===== src/sv/mchw_pkg.sv =====
// ----------------------------------------------------------------------------
// mchw_pkg
// shared constants, codes and types of the heartbeat watchdog
// ----------------------------------------------------------------------------
package mchw_pkg;

  localparam int unsigned TABLE_ENTRIES = 16;
  localparam int unsigned MIN_LIMIT_MS  = 5000;
  localparam int unsigned LIMIT_RESET   = 25000;

  localparam int unsigned IDX_W      = (TABLE_ENTRIES > 1) ? $clog2(TABLE_ENTRIES) : 1;
  localparam int unsigned CNT_W      = $clog2(TABLE_ENTRIES + 1);
  localparam int unsigned ID_W       = 32;
  localparam int unsigned TIME_W     = 32;
  localparam int unsigned SCNT_W     = 8;
  localparam int unsigned FUNC_W     = 3;
  localparam int unsigned STATUS_W   = 2;
  localparam int unsigned CFG_IDX_W  = 1;
  localparam int unsigned CFG_DATA_W = 32;

  typedef enum logic [FUNC_W-1:0] {
    FUNC_BEAT    = 3'd0,
    FUNC_REMOVE  = 3'd1,
    FUNC_SUSPEND = 3'd2,
    FUNC_RESUME  = 3'd3,
    FUNC_CHECK   = 3'd4
  } func_e;

  typedef enum logic [STATUS_W-1:0] {
    ST_OK        = 2'd0,
    ST_FULL      = 2'd1,
    ST_NOT_FOUND = 2'd2,
    ST_UNDERFLOW = 2'd3
  } status_e;

  typedef enum logic [CFG_IDX_W-1:0] {
    CFG_HANG_LIMIT   = 1'b0,
    CFG_CHECK_ENABLE = 1'b1
  } cfg_idx_e;

  typedef struct packed {
    logic [ID_W-1:0]   id;
    logic [TIME_W-1:0] last_beat;
    logic [SCNT_W-1:0] susp_cnt;
  } slot_t;

  typedef struct packed {
    logic             rd_en;
    logic [IDX_W-1:0] rd_addr;
    logic             wr_en;
    logic             set_valid;
    logic             clr_valid;
    logic [IDX_W-1:0] wr_addr;
    slot_t            wr_data;
  } slot_req_t;

  typedef struct packed {
    slot_t                    rd_data;
    logic [TABLE_ENTRIES-1:0] valid;
    logic                     free_found;
    logic [IDX_W-1:0]         free_idx;
  } slot_rsp_t;

endpackage


===== src/sv/mchw_if.sv =====
// ----------------------------------------------------------------------------
// mchw channel interfaces
// request and response channels with valid/ready handshake
// ----------------------------------------------------------------------------
interface mchw_in_if;
  logic                          valid;
  logic                          ready;
  logic [mchw_pkg::FUNC_W-1:0]   func;
  logic [mchw_pkg::ID_W-1:0]     client_id;
  logic [mchw_pkg::TIME_W-1:0]   now_ms;
  logic                          check_inhibit;

  modport source (output valid, func, client_id, now_ms, check_inhibit, input ready);
  modport sink   (input valid, func, client_id, now_ms, check_inhibit, output ready);
endinterface

interface mchw_out_if;
  logic                          valid;
  logic                          ready;
  logic                          hang_found;
  logic [mchw_pkg::ID_W-1:0]     hung_id;
  logic [mchw_pkg::STATUS_W-1:0] status;

  modport source (output valid, hang_found, hung_id, status, input ready);
  modport sink   (input valid, hang_found, hung_id, status, output ready);
endinterface


===== src/sv/mchw_slot_mem.sv =====
// ----------------------------------------------------------------------------
// mchw_slot_mem
// slot table: synchronous memory with registered read, valid flags and
// lowest free slot search
// ----------------------------------------------------------------------------
module mchw_slot_mem (
  input  logic                clk_i,
  input  logic                rst_ni,
  input  mchw_pkg::slot_req_t req_i,
  output mchw_pkg::slot_rsp_t rsp_o
);
  import mchw_pkg::*;

  slot_t                    mem_q [TABLE_ENTRIES];
  slot_t                    rd_data_q;
  logic [TABLE_ENTRIES-1:0] valid_q;
  logic                     free_found;
  logic [IDX_W-1:0]         free_idx;

  always_ff @(posedge clk_i) begin
    if (req_i.wr_en) begin
      mem_q[req_i.wr_addr] <= req_i.wr_data;
    end
    if (req_i.rd_en) begin
      rd_data_q <= mem_q[req_i.rd_addr];
    end
  end

  always_ff @(posedge clk_i or negedge rst_ni) begin
    if (!rst_ni) begin
      valid_q <= '0;
    end else if (req_i.set_valid) begin
      valid_q[req_i.wr_addr] <= 1'b1;
    end else if (req_i.clr_valid) begin
      valid_q[req_i.wr_addr] <= 1'b0;
    end
  end

  // lowest free slot
  always_comb begin
    free_found = 1'b0;
    free_idx   = '0;
    for (int i = TABLE_ENTRIES - 1; i >= 0; i--) begin
      if (!valid_q[i]) begin
        free_found = 1'b1;
        free_idx   = IDX_W'(i);
      end
    end
  end

  assign rsp_o.rd_data    = rd_data_q;
  assign rsp_o.valid      = valid_q;
  assign rsp_o.free_found = free_found;
  assign rsp_o.free_idx   = free_idx;

endmodule


===== src/sv/multi_channel_heartbeat_watchdog.sv =====
// ----------------------------------------------------------------------------
// multi_channel_heartbeat_watchdog
// client table with heartbeat, remove, suspend, resume and hang check
//
//   channel  dir  fields                                   beat when
//   req_i    in   func, client_id, now_ms, check_inhibit   valid & ready
//   rsp_o    out  hang_found, hung_id, status              valid & ready
//   cfg      in   cfg_idx_i, cfg_wdata_i                   cfg_we_i
//
// one request at a time; the slot memory is read one slot per cycle, and a
// request passes S_SCAN, S_WRITE and S_DONE, the scan ending early on a match;
// a skipped check or an unused code goes from S_IDLE straight to S_DONE
// reset clears the valid flags and the control state, no memory clearing
// a waiting response is held in the output register while the next request
// is accepted; a finished request waits only if that register is still full
// ----------------------------------------------------------------------------
module multi_channel_heartbeat_watchdog (
  input  logic                               clk_i,
  input  logic                               rst_ni,
  mchw_in_if.sink                            req_i,
  mchw_out_if.source                         rsp_o,
  input  logic                               cfg_we_i,
  input  logic [mchw_pkg::CFG_IDX_W-1:0]     cfg_idx_i,
  input  logic [mchw_pkg::CFG_DATA_W-1:0]    cfg_wdata_i
);
  import mchw_pkg::*;

  typedef enum logic [3:0] {
    S_IDLE  = 4'b0001,
    S_SCAN  = 4'b0010,
    S_WRITE = 4'b0100,
    S_DONE  = 4'b1000
  } state_e;

  state_e             state_q, state_d;
  logic [TIME_W-1:0]  limit_q, limit_d;
  logic               enable_q, enable_d;

  func_e              func_q, func_d;
  logic [ID_W-1:0]    id_q, id_d;
  logic [TIME_W-1:0]  now_q, now_d;

  logic [CNT_W-1:0]   iss_q, iss_d;
  logic               cmp_vld_q, cmp_vld_d;
  logic [IDX_W-1:0]   cmp_idx_q, cmp_idx_d;
  logic               hit_q, hit_d;
  logic [IDX_W-1:0]   hit_idx_q, hit_idx_d;
  slot_t              ent_q, ent_d;

  logic               res_found_q, res_found_d;
  logic [ID_W-1:0]    res_id_q, res_id_d;
  status_e            res_status_q, res_status_d;

  logic               out_valid_q, out_valid_d;
  logic               out_found_q, out_found_d;
  logic [ID_W-1:0]    out_id_q, out_id_d;
  status_e            out_status_q, out_status_d;

  slot_req_t          mreq;
  slot_rsp_t          mrsp;

  logic               accept;
  logic               armed;
  logic [TIME_W-1:0]  age;
  logic               hit_now;
  logic [TIME_W-1:0]  cfg_limit;

  mchw_slot_mem u_slot_mem (
    .clk_i  (clk_i),
    .rst_ni (rst_ni),
    .req_i  (mreq),
    .rsp_o  (mrsp)
  );

  assign req_i.ready = (state_q == S_IDLE);
  assign accept      = req_i.valid && req_i.ready;
  assign armed       = (limit_q != '0) && enable_q && !req_i.check_inhibit;

  assign rsp_o.valid      = out_valid_q;
  assign rsp_o.hang_found = out_found_q;
  assign rsp_o.hung_id    = out_id_q;
  assign rsp_o.status     = out_status_q;

  assign age = now_q - mrsp.rd_data.last_beat;

  always_comb begin
    if (func_q == FUNC_CHECK) begin
      hit_now = mrsp.valid[cmp_idx_q] && (mrsp.rd_data.susp_cnt == '0) && (age > limit_q);
    end else begin
      hit_now = mrsp.valid[cmp_idx_q] && (mrsp.rd_data.id == id_q);
    end
  end

  // short nonzero limits are raised to the minimum on write; zero is kept
  always_comb begin
    cfg_limit = TIME_W'(cfg_wdata_i);
    if ((cfg_limit != '0) && (cfg_limit < TIME_W'(MIN_LIMIT_MS))) begin
      cfg_limit = TIME_W'(MIN_LIMIT_MS);
    end
  end

  always_comb begin
    limit_d  = limit_q;
    enable_d = enable_q;
    if (cfg_we_i) begin
      unique case (cfg_idx_e'(cfg_idx_i))
        CFG_HANG_LIMIT:   limit_d  = cfg_limit;
        CFG_CHECK_ENABLE: enable_d = cfg_wdata_i[0];
        default: ;
      endcase
    end
  end

  always_comb begin
    state_d      = state_q;
    func_d       = func_q;
    id_d         = id_q;
    now_d        = now_q;
    iss_d        = iss_q;
    cmp_vld_d    = 1'b0;
    cmp_idx_d    = cmp_idx_q;
    hit_d        = hit_q;
    hit_idx_d    = hit_idx_q;
    ent_d        = ent_q;
    res_found_d  = res_found_q;
    res_id_d     = res_id_q;
    res_status_d = res_status_q;
    out_valid_d  = out_valid_q;
    out_found_d  = out_found_q;
    out_id_d     = out_id_q;
    out_status_d = out_status_q;

    mreq         = '0;

    if (rsp_o.valid && rsp_o.ready) begin
      out_valid_d = 1'b0;
    end

    unique case (state_q)
      S_IDLE: begin
        if (accept) begin
          func_d       = func_e'(req_i.func);
          id_d         = req_i.client_id;
          now_d        = req_i.now_ms;
          iss_d        = '0;
          hit_d        = 1'b0;
          res_found_d  = 1'b0;
          res_id_d     = '0;
          res_status_d = ST_OK;
          case (req_i.func) inside
            FUNC_BEAT, FUNC_REMOVE, FUNC_SUSPEND, FUNC_RESUME: state_d = S_SCAN;
            FUNC_CHECK: state_d = armed ? S_SCAN : S_DONE;
            default:    state_d = S_DONE;
          endcase
        end
      end

      S_SCAN: begin
        if (iss_q != CNT_W'(TABLE_ENTRIES)) begin
          mreq.rd_en   = 1'b1;
          mreq.rd_addr = iss_q[IDX_W-1:0];
          iss_d        = iss_q + CNT_W'(1);
          cmp_vld_d    = 1'b1;
          cmp_idx_d    = iss_q[IDX_W-1:0];
        end
        if (cmp_vld_q) begin
          if (hit_now) begin
            hit_d     = 1'b1;
            hit_idx_d = cmp_idx_q;
            ent_d     = mrsp.rd_data;
            state_d   = S_WRITE;
          end else if (cmp_idx_q == IDX_W'(TABLE_ENTRIES - 1)) begin
            state_d = S_WRITE;
          end
        end
      end

      S_WRITE: begin
        mreq.wr_addr = hit_idx_q;
        mreq.wr_data = ent_q;
        case (func_q)
          FUNC_BEAT: begin
            if (hit_q) begin
              mreq.wr_en             = 1'b1;
              mreq.wr_data.last_beat = now_q;
            end else if (mrsp.free_found) begin
              mreq.wr_en     = 1'b1;
              mreq.set_valid = 1'b1;
              mreq.wr_addr   = mrsp.free_idx;
              mreq.wr_data   = '{id: id_q, last_beat: now_q, susp_cnt: '0};
            end else begin
              res_status_d = ST_FULL;
            end
          end
          FUNC_REMOVE: begin
            if (hit_q) begin
              mreq.clr_valid = 1'b1;
            end else begin
              res_status_d = ST_NOT_FOUND;
            end
          end
          FUNC_SUSPEND: begin
            if (!hit_q) begin
              res_status_d = ST_NOT_FOUND;
            end else if (ent_q.susp_cnt != '1) begin
              mreq.wr_en            = 1'b1;
              mreq.wr_data.susp_cnt = ent_q.susp_cnt + SCNT_W'(1);
            end
          end
          FUNC_RESUME: begin
            if (!hit_q) begin
              res_status_d = ST_NOT_FOUND;
            end else if (ent_q.susp_cnt == '0) begin
              res_status_d = ST_UNDERFLOW;
            end else begin
              mreq.wr_en            = 1'b1;
              mreq.wr_data.susp_cnt = ent_q.susp_cnt - SCNT_W'(1);
              if (ent_q.susp_cnt == SCNT_W'(1)) begin
                mreq.wr_data.last_beat = now_q;
              end
            end
          end
          FUNC_CHECK: begin
            if (hit_q) begin
              mreq.wr_en             = 1'b1;
              mreq.wr_data.last_beat = now_q;
              res_found_d            = 1'b1;
              res_id_d               = ent_q.id;
            end
          end
          default: ;
        endcase
        state_d = S_DONE;
      end

      S_DONE: begin
        if (!out_valid_q || rsp_o.ready) begin
          out_valid_d  = 1'b1;
          out_found_d  = res_found_q;
          out_id_d     = res_id_q;
          out_status_d = res_status_q;
          state_d      = S_IDLE;
        end
      end

      default: state_d = S_IDLE;
    endcase
  end

  always_ff @(posedge clk_i or negedge rst_ni) begin
    if (!rst_ni) begin
      state_q     <= S_IDLE;
      limit_q     <= TIME_W'(LIMIT_RESET);
      enable_q    <= 1'b0;
      iss_q       <= '0;
      cmp_vld_q   <= 1'b0;
      hit_q       <= 1'b0;
      out_valid_q <= 1'b0;
    end else begin
      state_q     <= state_d;
      limit_q     <= limit_d;
      enable_q    <= enable_d;
      iss_q       <= iss_d;
      cmp_vld_q   <= cmp_vld_d;
      hit_q       <= hit_d;
      out_valid_q <= out_valid_d;
    end
  end

  always_ff @(posedge clk_i) begin
    func_q       <= func_d;
    id_q         <= id_d;
    now_q        <= now_d;
    cmp_idx_q    <= cmp_idx_d;
    hit_idx_q    <= hit_idx_d;
    ent_q        <= ent_d;
    res_found_q  <= res_found_d;
    res_id_q     <= res_id_d;
    res_status_q <= res_status_d;
    out_found_q  <= out_found_d;
    out_id_q     <= out_id_d;
    out_status_q <= out_status_d;
  end

endmodule


===== src/flat_wrapper.sv =====
// flat-port wrapper written by rule: the top's interface ports become plain ports
module multi_channel_heartbeat_watchdog_flat import mchw_pkg::*;
  (clk_i, rst_ni, cfg_we_i, cfg_idx_i, cfg_wdata_i, req_i_valid, req_i_func, req_i_client_id, req_i_now_ms, req_i_check_inhibit, req_i_ready, rsp_o_valid, rsp_o_hang_found, rsp_o_hung_id, rsp_o_status, rsp_o_ready);
  mchw_in_if req_i_i ();
  mchw_out_if rsp_o_i ();
  input  logic clk_i;
  input  logic rst_ni;
  input  logic cfg_we_i;
  input  logic [mchw_pkg::CFG_IDX_W-1:0] cfg_idx_i;
  input  logic [mchw_pkg::CFG_DATA_W-1:0] cfg_wdata_i;
  input wire logic [$bits(req_i_i.valid)-1:0] req_i_valid;
  input wire logic [$bits(req_i_i.func)-1:0] req_i_func;
  input wire logic [$bits(req_i_i.client_id)-1:0] req_i_client_id;
  input wire logic [$bits(req_i_i.now_ms)-1:0] req_i_now_ms;
  input wire logic [$bits(req_i_i.check_inhibit)-1:0] req_i_check_inhibit;
  output wire logic [$bits(req_i_i.ready)-1:0] req_i_ready;
  output wire logic [$bits(rsp_o_i.valid)-1:0] rsp_o_valid;
  output wire logic [$bits(rsp_o_i.hang_found)-1:0] rsp_o_hang_found;
  output wire logic [$bits(rsp_o_i.hung_id)-1:0] rsp_o_hung_id;
  output wire logic [$bits(rsp_o_i.status)-1:0] rsp_o_status;
  input wire logic [$bits(rsp_o_i.ready)-1:0] rsp_o_ready;
  assign req_i_i.valid = req_i_valid;
  assign req_i_i.func = req_i_func;
  assign req_i_i.client_id = req_i_client_id;
  assign req_i_i.now_ms = req_i_now_ms;
  assign req_i_i.check_inhibit = req_i_check_inhibit;
  assign req_i_ready = req_i_i.ready;
  assign rsp_o_valid = rsp_o_i.valid;
  assign rsp_o_hang_found = rsp_o_i.hang_found;
  assign rsp_o_hung_id = rsp_o_i.hung_id;
  assign rsp_o_status = rsp_o_i.status;
  assign rsp_o_i.ready = rsp_o_ready;
  multi_channel_heartbeat_watchdog u_core (.clk_i(clk_i), .rst_ni(rst_ni), .req_i(req_i_i), .rsp_o(rsp_o_i), .cfg_we_i(cfg_we_i), .cfg_idx_i(cfg_idx_i), .cfg_wdata_i(cfg_wdata_i));
endmodule

===== config.mk =====
export PLATFORM = sky130hd
export DESIGN_NAME = multi_channel_heartbeat_watchdog_flat
export DESIGN_NICKNAME = d
export VERILOG_FILES = /design/src/sv/mchw_pkg.sv /design/src/sv/mchw_if.sv /design/src/sv/mchw_slot_mem.sv /design/src/sv/multi_channel_heartbeat_watchdog.sv /design/src/flat_wrapper.sv
export SDC_FILE = /design/constraint.sdc
export NUM_CORES = 2
export LEC_CHECK = 0
export BUFFER_PORTS_ARGS = -buffer_cell sky130_fd_sc_hd__buf_2
export CAP_MARGIN = 30
export CORE_MARGIN = 10
export CORE_UTILIZATION = 40
export DETAILED_ROUTE_END_ITERATION = 16
export PLACE_DENSITY = 0.6
export SETUP_SLACK_MARGIN = 0.1
export SYNTH_ARGS = -nofsm -noshare
export SYNTH_HDL_FRONTEND = slang
export SYNTH_SLANG_ARGS = --single-unit

===== constraint.sdc =====
create_clock -name clk_i -period 9.5 [get_ports clk_i]
set_input_delay 0.475 -clock clk_i [delete_from_list [all_inputs] [get_ports clk_i]]
set_output_delay 0.475 -clock clk_i [all_outputs]
set_load 0.005 [all_outputs]

==> out/metrics.cfg <==
[outcome]
status = complete, no violations

[yosys]
yosysSeqAreaShare_pct = 74.2
yosysWarnings = 0
synth_area_mm2 = 0.0604
synth_edf_count = 1441
yosysMostFrequentCell = edfxtp_1
yosys.area.top_type = edfxtp_1
synthTopCellsByArea = edfxtp_1 72%, mux4_2 8.2%, dfrtp_1 2.2%
synth_fp_nets = 3749
avgSynthCellArea_um2 = 16.9
synth_cells = 3574
synth.distinct_cells = 76
ys_seq_elements = 1502
ys.flop_type = edfxtp_1
yosys-top-cells-count = 1441 x edfxtp_1, 325 x nand2_1, 221 x mux4_2, 188 x a21oi_1, 149 x o211ai_1
synth_top_area_share_pct = 71.6
async_reset_ff_share_pct = 4.06

[floorplan]
die_height_um = 409
io_pins = 143
rows = 142
core_region_area_mm2 = 0.150
die_area_mm2 = 0.167
start_util_pct = 40.3
fp.dieW_um = 409

[sta]
worst_pin_slew_ns = 1.17
fmax_mhz = 171
hold_violations = 0
timing_max_transition_violations_final = 0
fin_setup_tns_ns = 0
min_period_over_period_pct = 61.7
relSlewSlack_pct = 22.0
fin_worst_skew_ns = 0.0407
fin_crit_ns = 5.86
setup_viol = 0
rsz0062_at_grt = no

[critical_path]
crit_family = compound AO/OA/AOI/OAI gates
cp.arrival_ns = 6.26
r2r_start = u_core.now_q[0]
critPathKind = reg2reg
start_kind = flop
crit_chain = inv_1 -> ha_1 -> inv_1 -> fa_1 -> a211oi_1 -> o21a_1 -> o31ai_1 -> a41o_1 -> and2_1 -> a31oi_1 -> o21bai_1 -> xor2_1 -> ha_1 -> nand2_1 -> nor4_1 -> o311ai_0 -> a21oi_1 -> o31ai_1 -> buf_4 -> nor2_4 -> buf_4
cp.buffers_inverters = 4
crit_required_ns = 9.90
endpoint_kind = flop
regToRegSetupSlack_ns = 3.64
crit_fanout = 36
critPathMaxStageDelay_ns = 0.61
crit_cells = 21
crit_slowest_cell = nor4_1
r2r-end = u_core.ent_q[45]
crit_path_end = u_core.ent_q[45]
startpoint = u_core.now_q[0]
reg2reg_depth = 21

[placed_design]
dp_hpwl_um = 85500
finalWeightedCongestion = 0.831
io_buffers = 142

[clock_network]
clkTransAtPathRegs_ns = 0.06
cts_tree = done
htree_num_levels = 4
ctsLongestPathBuffers = 3
numCtsBuffers = 154
clk-insertion-delay-late_ns = 0.81
cts_sinks = 1502
clock-root-buffer = clkbuf_16
postCtsSetupBuffers = 0

[route]
top_layer_used = met4
ant_nets = 0
wl_met3_um = 10400
post_drt_wl_per_cell_um = 26.1
drt-vias-per-instance = 5.69
wl_um = 158000
vias = 34400
drc = 0
dr_wl_met2_um = 77300
drtIter0Drc = 3481
first_pass_iters = 6
wl_met1_um = 66300

[pwr]
seqPwrFrac_pct = 49.8
power.internal_mw = 11.5
swShare_pct = 24.5
combPwrFrac_pct = 10.7
p_clk_share_pct = 39.5
power_switching_mw = 3.73
p_per_area_mw_per_mm2 = 217
worst_ir_drop_vdd_mv = 0.188
total_power_mw = 15.2
leakage_nw = 23.3

[global_routing]
grt_pass1_wl_um = 233000
antenna_found_initial = 3
grt.overflow.total = 0
grt_max_degree = 139
grt_pass1_vias = 34500
grtUsageTotal_pct = 18.5

[finish]
drive_above_1_share_pct = 19.2
design.final.nets = 4084
nFillCells = 12700
area_delta_synth_final_pct = 16.3

[min_path]
holdCritPathClass = in2reg

[job]
max_cap_viol_count = 0

[worst reg2reg max path, delay by kind of cell, from the launching register on]
family                     cells  cell delay [ns]
DFF                            1             0.38
and+or+nand+nor                4             1.03
adders and majority gates      3             0.87
buffers and inverters          4             0.92
xor gates and xnor gates       1             0.16
AOI/OAI and AO/OA              9             2.04
[area by class of cell]
type / instances / area [um^2] / area share [%]
Antenna cell: 1 / 2.50 / 0.00356
Clock buffer: 196 / 4070 / 5.80
Clock inverter: 79 / 945 / 1.34
Inverter: 92 / 358 / 0.509
Multi-Input combinational cell: 1777 / 14600 / 20.8
Sequential cell: 1502 / 44800 / 63.8
Tap cell: 2016 / 2520 / 3.59
Timing Repair Buffer: 382 / 2920 / 4.16
[placed cells by master (no fill, tap or decap), types with 7 or more instances in the layout]
cell type and n:
nor4_1 26, a21oi_1 187, xor2_1 41, o31ai_1 7, clkbuf_16 155, xnor2_1 23
edfxtp_1 1441, nor3_1 14, bufinv_16 14, o211ai_1 149, buf_4 124, ha_1 68
dlygate4sd3_1 103, buf_2 143, mux4_2 221, and2_1 37, a21boi_0 8, dfrtp_1 53
nor2_4 17, o21ai_0 94, nand2_1 321, a21o_1 18, nand4_1 22, clkbuf_1 35
o21a_1 7, nor2_1 51, inv_1 89, nand3_1 56, o21ai_1 9, or3_1 147
nand2b_1 9, a211oi_1 77, clkinv_2 21, clkinv_1 23, dfstp_2 7, a31oi_1 82
[sequential cells by signal (all words and copies together), names as in the netlist, named ones only]
signal and cells:
u_core.hit_idx_q 4, u_core.cmp_vld_q 1, u_core.func_q 3, u_core.u_slot_mem.rsp_o 72, u_core.rsp_o.hung_id 32, u_core.rsp_o.status 2, u_core.ent_q 72, u_core.id_q 32
u_core.now_q 32, u_core.rsp_o.valid 1, u_core.iss_q 5, u_core.limit_q 32, u_core.res_found_q 1, u_core.rsp_o.hang_found 1, u_core.enable_q 1, u_core.cmp_idx_q 4
u_core.hit_q 1, u_core.state_q 4, u_core.res_status_q 2, u_core.u_slot_mem.mem_q 1152, u_core.res_id_q 32
[power by group through the flow]
stage / Sequential (mW) / Combinational (mW) / Clock (mW)
detailed placement: 7.72 / 1.59 / 0
finish: 7.58 / 1.63 / 6.03
CTS: 7.58 / 1.64 / 6.13
floorplan: 7.65 / 1.07 / 0
global placement: 7.72 / 1.57 / 0
global route: 7.60 / 1.79 / 6.39
[what timing repair did]
| item | in CTS | in global routing |
|---|---|---|
| hold endpoints to repair | 156 | 0 |
| endpoints found under the setup margin | 0 | 0 |
| hold buffers | 103 | 0 |
| gates resized for setup | 0 | 0 |
[layer usage]
metal  vias up  GRT usage [%]
met3       233           3.35
met4         0           5.60
li1      14900              -
met1     18000           25.2
met5         -              0
met2      1264           30.4
[worst min-delay path by stage]
stage                                    from                       end  slack, ns  depth (start not counted)
final                             rsp_o_ready        u_core.rsp_o.valid       0.17                          3
after global routing                cfg_idx_i         u_core.limit_q[3]       0.13                          3
after CTS                           cfg_idx_i         u_core.limit_q[3]       0.10                          3
after detailed placement  u_core.res_id_q[11]  u_core.rsp_o.hung_id[11]       0.41                          0
after global placement     u_core.res_id_q[4]   u_core.rsp_o.hung_id[4]       0.40                          0
after floorplan                        rst_ni                 async pin       0.18                          0
[kinds of logic (layout without fill, tap and decap cells)]
kind of cell	count (synthesis)	in the layout	share of synthesized area, %
other cells	0	1	0
flops	1502	1502	74.2
simple gates	741	741	6.02
buf+inv	295	749	2.00
fa+ha+maj	69	69	1.44
xor+xnor	64	64	0.928
mux	223	223	8.28
compound gates	680	680	7.15
[per-stage QoR]
step	instance area (um^2)	util (%)	hold slack, ns	std cells	setup WS [ns]
floorplan	60400	-	0.179	3574	2.05
global route	70200	46.8	0.134	6045	3.27
finish	70200	46.8	0.172	6045	3.64
global placement	63600	42.4	0.404	5603	3.90
CTS	70000	46.7	0.103	6021	3.66
detailed placement	64000	42.7	0.405	5643	3.73
Note: power is estimated with default switching activity, not from simulation.
